[src/sv/sitwl_pkg.sv]
`timescale 1ns / 1ps
// shared types and codes for the sorted interval table
// no dependencies; used by sitwl_cell and the top level
package sitwl_pkg;

    localparam int DATA_W   = 64;
    localparam int KIND_W   = 2;
    localparam int STATUS_W = 2;

    // item kinds
    localparam logic [KIND_W-1:0] KIND_CLEAR  = 2'd0;
    localparam logic [KIND_W-1:0] KIND_APPEND = 2'd1;
    localparam logic [KIND_W-1:0] KIND_QUERY  = 2'd2;

    // result status codes
    localparam logic [STATUS_W-1:0] ST_OK      = 2'd0;
    localparam logic [STATUS_W-1:0] ST_INVALID = 2'd1;
    localparam logic [STATUS_W-1:0] ST_ORDER   = 2'd2;
    localparam logic [STATUS_W-1:0] ST_FULL    = 2'd3;

    // one stored half-open range [base, limit)
    typedef struct packed {
        logic [DATA_W-1:0] base;
        logic [DATA_W-1:0] limit;
    } range_t;

endpackage

[src/sv/sitwl_cell.sv]
`timescale 1ns / 1ps
// one cell of the range chain: holds a single range, loads from its neighbor
// depends on sitwl_pkg (range_t)
module sitwl_cell
(
    input  logic             clk,
    input  logic             en,
    input  sitwl_pkg::range_t d,
    output sitwl_pkg::range_t q
);

    sitwl_pkg::range_t range_reg;

    // payload only, no reset needed
    always_ff @(posedge clk)
    begin
        if (en)
        begin
            range_reg <= d;
        end
    end

    assign q = range_reg;

endmodule

[config.mk]
export PLATFORM = sky130hd
export DESIGN_NAME = sitwl_cell
export DESIGN_NICKNAME = d
export VERILOG_FILES = /design/src/sv/sitwl_pkg.sv /design/src/sv/sitwl_cell.sv
export SDC_FILE = /design/constraint.sdc
export NUM_CORES = 1
export LEC_CHECK = 0
export BUFFER_PORTS_ARGS = -buffer_cell sky130_fd_sc_hd__buf_4
export CAP_MARGIN = 20
export CORE_ASPECT_RATIO = 0.8
export CORE_MARGIN = 10
export CORE_UTILIZATION = 37
export DETAILED_ROUTE_END_ITERATION = 10
export PLACE_DENSITY = 0.75
export SLEW_MARGIN = 20
export SYNTH_ARGS = -nofsm -noshare
export SYNTH_HDL_FRONTEND = slang
export SYNTH_SLANG_ARGS = --single-unit
export TNS_END_PERCENT = 1
[constraint.sdc]
create_clock -name clk -period 0.8 [get_ports clk]
set_input_delay 0.24 -clock clk [delete_from_list [all_inputs] [get_ports clk]]
set_output_delay 0.24 -clock clk [all_outputs]
set_load 0.005 [all_outputs]
# --- Word-level counts from Yosys, hierarchy flattened ---
# Index checks and enable logic that the tools add are counted.
word_totals:
  regBits: 128
  latch_bits: 0
  mem_bits_rw: 0
  mem_bits_ro: 0
  inputBits: 130
  output_inout_bits: 128
  wordCells: 2
  memories: 0
op_classes:
  n_addsub: 0
  n_mul: 0
  div: 0
  n_lt_le_gt_ge: 0
  eq_ne: 0
  n_shift: 0
  n_mux: 0
  bitwise: 0
  reduce_logical: 0

# --- Logic depth before layout (Yosys ltp) ---
# Gate-level depths: netlist of run 1.
logic_depth:
  depth_word: 0
  ltp_mapped: 0
  depth_no_buf: 0

# --- Worst setup path before layout of run 1 ---
# No wires, ideal clock.
synth_path:
  path_type: "reg-to-output"
  start: "reg range_reg, in the netlist q[0]"
  end: "out q[0] (netlist bit)"
  arrival_ps: 355
  required_time_ps: 560
  setup_slack_ps: 205
  path_stages_with_launch: 1
  n_path_buf: 0
  cell_sequence: "edfxtp_1"
synth_rtl:
  columns: ["item", "line_no", "rtl"]
  rows:
  - ["from (decl)", "sitwl_cell.sv:12", "sitwl_pkg::range_t range_reg;"]
  - ["from (signal assigned)", "sitwl_cell.sv:19", "range_reg <= d;"]
  - ["to (decl)", "sitwl_cell.sv:9", "output sitwl_pkg::range_t q"]
# No word-level cell between the ends.

# --- Final worst setup path of run 1 ---
layout_path:
  start: "reg range_reg, in the netlist q[71]"
  end: "out q[71] (netlist bit)"
# No word-level cell between the ends.

==> flow_summary.ini, run 1 <==
[status]
status = finished, violations left
violations = setup timing

[critical_path]
cp_num_buf_inv = 1
cp.depth = 1
path_delay_family = flip-flops
critPathCaptureType = output pin
worstPathCellList = buf_6
startpoint = q[71]
worstPathArrival_ns = 0.95
crit_path_start_kind = register
cpMaxStageDelayCell = edfxtp_1
crit_required_ns = 0.56
worstPathMaxFanout = 1
criticalPathCategory = register to output pin
cpPeakStageDelay_ns = 0.41

[sta]
slew_violations = 0
worst_slack_ns = -0.395
setup_viol_count_final = 129
tightest_slew_ns = 0.191
max-slew-margin-rel_pct = 87.3
rsz0062_at_grt = yes
timing_hold_violations_final = 0
clock.fmax_mhz = 837
fin_crit_sh_pct = 149
fin_crit_ns = 1.19

[run]
cap_violations = 0

[power_and_ir_drop]
worst_ir_drop_vdd_v = 0.00188
cellLeakagePower_nw = 3.23
power.density_nw_per_um2 = 2400

[detailed_routing]
wl_per_cell_um = 20.6
route.met2.wl_um = 7840
wl_met1_um = 4000
dr.pass1.iters = 4
totalWireLength_um = 13200
drtIter0Drc = 139
remaining_drc_errors = 0
dr.max_layer_used = met4
dr_total_vias = 2706
ant_nets = 0
wl_met3_um = 1170
vias_per_cell = 4.23

[logic_synthesis]
syn_inst = 128
avgSynthCellArea_um2 = 30.0
synth_edf_count = 128
async_flop_share_pct = 0
yosysUniqueCellTypes = 1
synth_area_leaders = edfxtp_1
yosysWarningCount = 0
yosys.area.top_type = edfxtp_1
ys_seq_area_share_pct = 100
synth.top_cell.area_share_pct = 100
syn-num-nets = 258
synth.most_common_cell = edfxtp_1
synth_flop_cell = edfxtp_1
synth_area_um2 = 3840
ys_ff_latch = 128
netlist_top_cells_count = edfxtp_1

[global_route]
grt_antenna_before_repair = 1
grt_pass1_wl_um = 19100
grt_max_degree = 36
grt_pass1_vias = 3187
grt_overflow = 0
track_usage_pct = 17.3

[hold_path]
whs_endpoint = q[85]
hold_path_class = input pin to register
hold_path_depth = 1
min-delay-start = d[85]

[clock_tree]
clk_path_buf_depth = 2
clock_sinks = 128
cts_setup_buffers = 0
cts_tree = built
clockRootBuffer = clkbuf_16
cts.htree.levels = 4
numCtsBuffers = 17
clkTransAtPathRegs_ns = 0.06

[cells_and_area]
multi_input_area_um2 = 0
drive_gt1_share_pct = 59.1
syn_to_final_growth_pct = 98.6
fin_util_pct = 74.8
multi_input_comb_cells = 0
final_nets = 616
largest_reg_flops = 128
fillers = 595
seq_area_um2 = 3840

[floorplanning]
chipWidth_um = 134
core-area_um2 = 10200
pin_count = 258
rows = 33
die_y_um = 111
die_area_um2 = 14900
start_util_pct = 37.7

[placed_design]
port_buffers = 257
dp_slack_ns = -0.212
place_congestion = 0.718
-- worst max-delay path by stage --
stage                  end  slack (ns)
finish               q[71]       -0.39
global route        q[116]       -0.42
CTS                  q[16]       -0.41
detailed placement   q[55]       -0.21
global placement     q[55]       -0.19
floorplan             q[0]        0.20
-- final cells by class --
class | instances | share of cell area (%)
repair buffers | 339 | 39.1
clock inverters | 12 | 2.49
clock buffers | 20 | 5.72
flip-flops and latches | 128 | 50.4
diodes | 1 | 0.0328
well taps | 140 | 2.29
-- kinds of logic (layout without fill, tap and decap cells) --
kind of cell	after synthesis	count (layout)	share of synthesized area (%)
buffers and inverters	0	371	0
other	0	1	0
DFF	128	128	100
-- metrics by stage --
stage          TNS (ns)  hold WS, ns  cell area (um^2)  power, mW  instances
2_1_floorplan         0        0.339              3840       8.33        128
4_1_cts          -47.42     0.000153              7540       18.4        639
3_5_place_dp     -23.93        0.419              6040       9.86        534
6_report         -44.12       0.0215              7630       18.3        640
3_3_place_gp     -21.48        0.418              6040       9.81        534
5_1_grt          -49.28      0.00222              7630       18.9        640
-- report_power, final --
| part | internal, mW | total [mW] | leakage, nW | switching [mW] |
|---|---|---|---|---|
| Clock | 5.50 | 8.09 | 0.304 | 2.59 |
| Combinational | 1.39 | 2.03 | 1.67 | 0.646 |
| Sequential | 7.99 | 8.20 | 1.25 | 0.209 |
-- cell usage in the layout, fill, tap and decap left out --
master	synthesis	final
buf_6	0	62
clkinvlp_4	0	2
edfxtp_1	128	128
clkinv_2	0	5
dlygate4sd3_1	0	73
buf_4	0	202
diode_2	0	1
bufinv_16	0	5
clkbuf_1	0	3
clkbuf_16	0	17
buf_12	0	2
-- repair_timing --
| action | in CTS | in global routing |
|---|---|---|
| endpoints found under the hold margin | 73 | 0 |
| setup endpoints to repair | 128 | 128 |
| hold buffers | 73 | 0 |
| gates resized for setup | 37 | 25 |
-- per-layer routing --
| metal | global-route usage (%) | vias to the layer above |
|---|---|---|
| met1 | 14.7 | 1324 |
| met4 | 5.79 | 0 |
| li1 | - | 1246 |
| met3 | 8.02 | 12 |
| met5 | 0 | - |
| met2 | 34.1 | 124 |
Power figures use the tool's default switching activity.
==> inputs of run 2 (changes only) <==
--- a/config.mk
+++ b/config.mk
@@ -5,13 +5,12 @@
 export SDC_FILE = /design/constraint.sdc
 export NUM_CORES = 1
 export LEC_CHECK = 0
-export BUFFER_PORTS_ARGS = -buffer_cell sky130_fd_sc_hd__buf_4
 export CAP_MARGIN = 20
 export CORE_ASPECT_RATIO = 0.8
 export CORE_MARGIN = 10
-export CORE_UTILIZATION = 37
+export CORE_UTILIZATION = 42
 export DETAILED_ROUTE_END_ITERATION = 10
-export PLACE_DENSITY = 0.75
+export DONT_BUFFER_PORTS = 1
 export SLEW_MARGIN = 20
 export SYNTH_ARGS = -nofsm -noshare
 export SYNTH_HDL_FRONTEND = slang
==> flow_summary.ini, run 2 <==
[status]
status = did not finish
lastStage = clock tree synthesis (4_1_cts)
error = [ERROR RSZ-0060] Max buffer count reached.

[clock_tree]
numCtsBuffers = 17
clk_path_buf_depth = 2
cts_setup_buffers = 0
clockRootBuffer = clkbuf_16
clock_sinks = 128
cts.htree.levels = 4
ctsHoldBuffers = 101
cts_resized = 0

[logic_synthesis]
yosys.area.top_type = edfxtp_1
yosysWarningCount = 0
synth.top_cell.area_share_pct = 100
synth_area_leaders = edfxtp_1
synth_edf_count = 128
ys_ff_latch = 128
syn_inst = 128
async_flop_share_pct = 0
ys_seq_area_share_pct = 100
avgSynthCellArea_um2 = 30.0
netlist_top_cells_count = edfxtp_1
syn-num-nets = 258
synth_area_um2 = 3840
synth.most_common_cell = edfxtp_1
yosysUniqueCellTypes = 1
synth_flop_cell = edfxtp_1

[floorplanning]
start_util_pct = 42.7
rows = 31
pin_count = 258
die_y_um = 106
chipWidth_um = 127

[placed_design]
place_area_um2 = 3990
dp.cells = 243
port_buffers = 0
place_congestion = 0.673
-- run 2: cell counts after synthesis --
Identical to the previous run, type by type.
-- run 2: cells by family after synthesis --
kind of cell  after synthesis  synth area share [%]
flops                     128                   100
-- run 2: per-stage QoR --
step / worst slack [ns] / hold slack, ns / util (%)
3_5_place_dp: 0.153 / 0.339 / 44.3
3_3_place_gp: 0.147 / 0.339 / 44.3
2_1_floorplan: 0.205 / 0.339 / -
==> inputs of run 3 (changes only) <==
--- a/config.mk
+++ b/config.mk
@@ -6,11 +6,11 @@
 export NUM_CORES = 1
 export LEC_CHECK = 0
 export CAP_MARGIN = 20
-export CORE_ASPECT_RATIO = 0.8
 export CORE_MARGIN = 10
-export CORE_UTILIZATION = 42
+export CORE_UTILIZATION = 27
 export DETAILED_ROUTE_END_ITERATION = 10
 export DONT_BUFFER_PORTS = 1
+export PLACE_DENSITY_LB_ADDON = 0.15
 export SLEW_MARGIN = 20
 export SYNTH_ARGS = -nofsm -noshare
 export SYNTH_HDL_FRONTEND = slang
==> constraint.sdc (replaced) <==
create_clock -name clk -period 1.05 [get_ports clk]
set_input_delay 0.315 -clock clk [delete_from_list [all_inputs] [get_ports clk]]
set_output_delay 0.315 -clock clk [all_outputs]
set_load 0.005 [all_outputs]
==> flow_summary.ini, run 3 <==
[clock_tree]
cts_resized = 0
cts.htree.levels = 4
ctsHoldBuffers = 101
clk_path_buf_depth = 2
clock_sinks = 128
clockRootBuffer = clkbuf_16
cts_setup_buffers = 0
numCtsBuffers = 17

[logic_synthesis]
ys_ff_latch = 128
yosysWarningCount = 0
async_flop_share_pct = 0
yosys.area.top_type = edfxtp_1
synth_edf_count = 128
synth_flop_cell = edfxtp_1
synth.top_cell.area_share_pct = 100
syn_inst = 128
synth.most_common_cell = edfxtp_1
synth_area_leaders = edfxtp_1
yosysUniqueCellTypes = 1
netlist_top_cells_count = edfxtp_1
ys_seq_area_share_pct = 100
synth_area_um2 = 3840
avgSynthCellArea_um2 = 30.0
syn-num-nets = 258

[placed_design]
place_congestion = 0.660
port_buffers = 0

[status]
error = [ERROR RSZ-0060] Max buffer count reached.
status = did not finish
lastStage = clock tree synthesis (4_1_cts)

[floorplanning]
chipWidth_um = 139
die_y_um = 139
pin_count = 258
start_util_pct = 27.6
rows = 43
[run 3: cell counts after synthesis]
Identical to the previous run, type by type.
[run 3: logic make-up after synthesis]
| kind of cell | after synthesis | share of synthesized area [%] |
|---|---|---|
| flops | 128 | 100 |
[run 3: metrics by stage]
step                      cells  hold WS [ns]  worst slack, ns  instance area [um^2]  utilization (%)
after detailed placement    308         0.414            0.318                  4070             29.2
after global placement      308         0.414            0.328                  4070             29.2
after floorplan             128         0.414            0.380                  3840                -
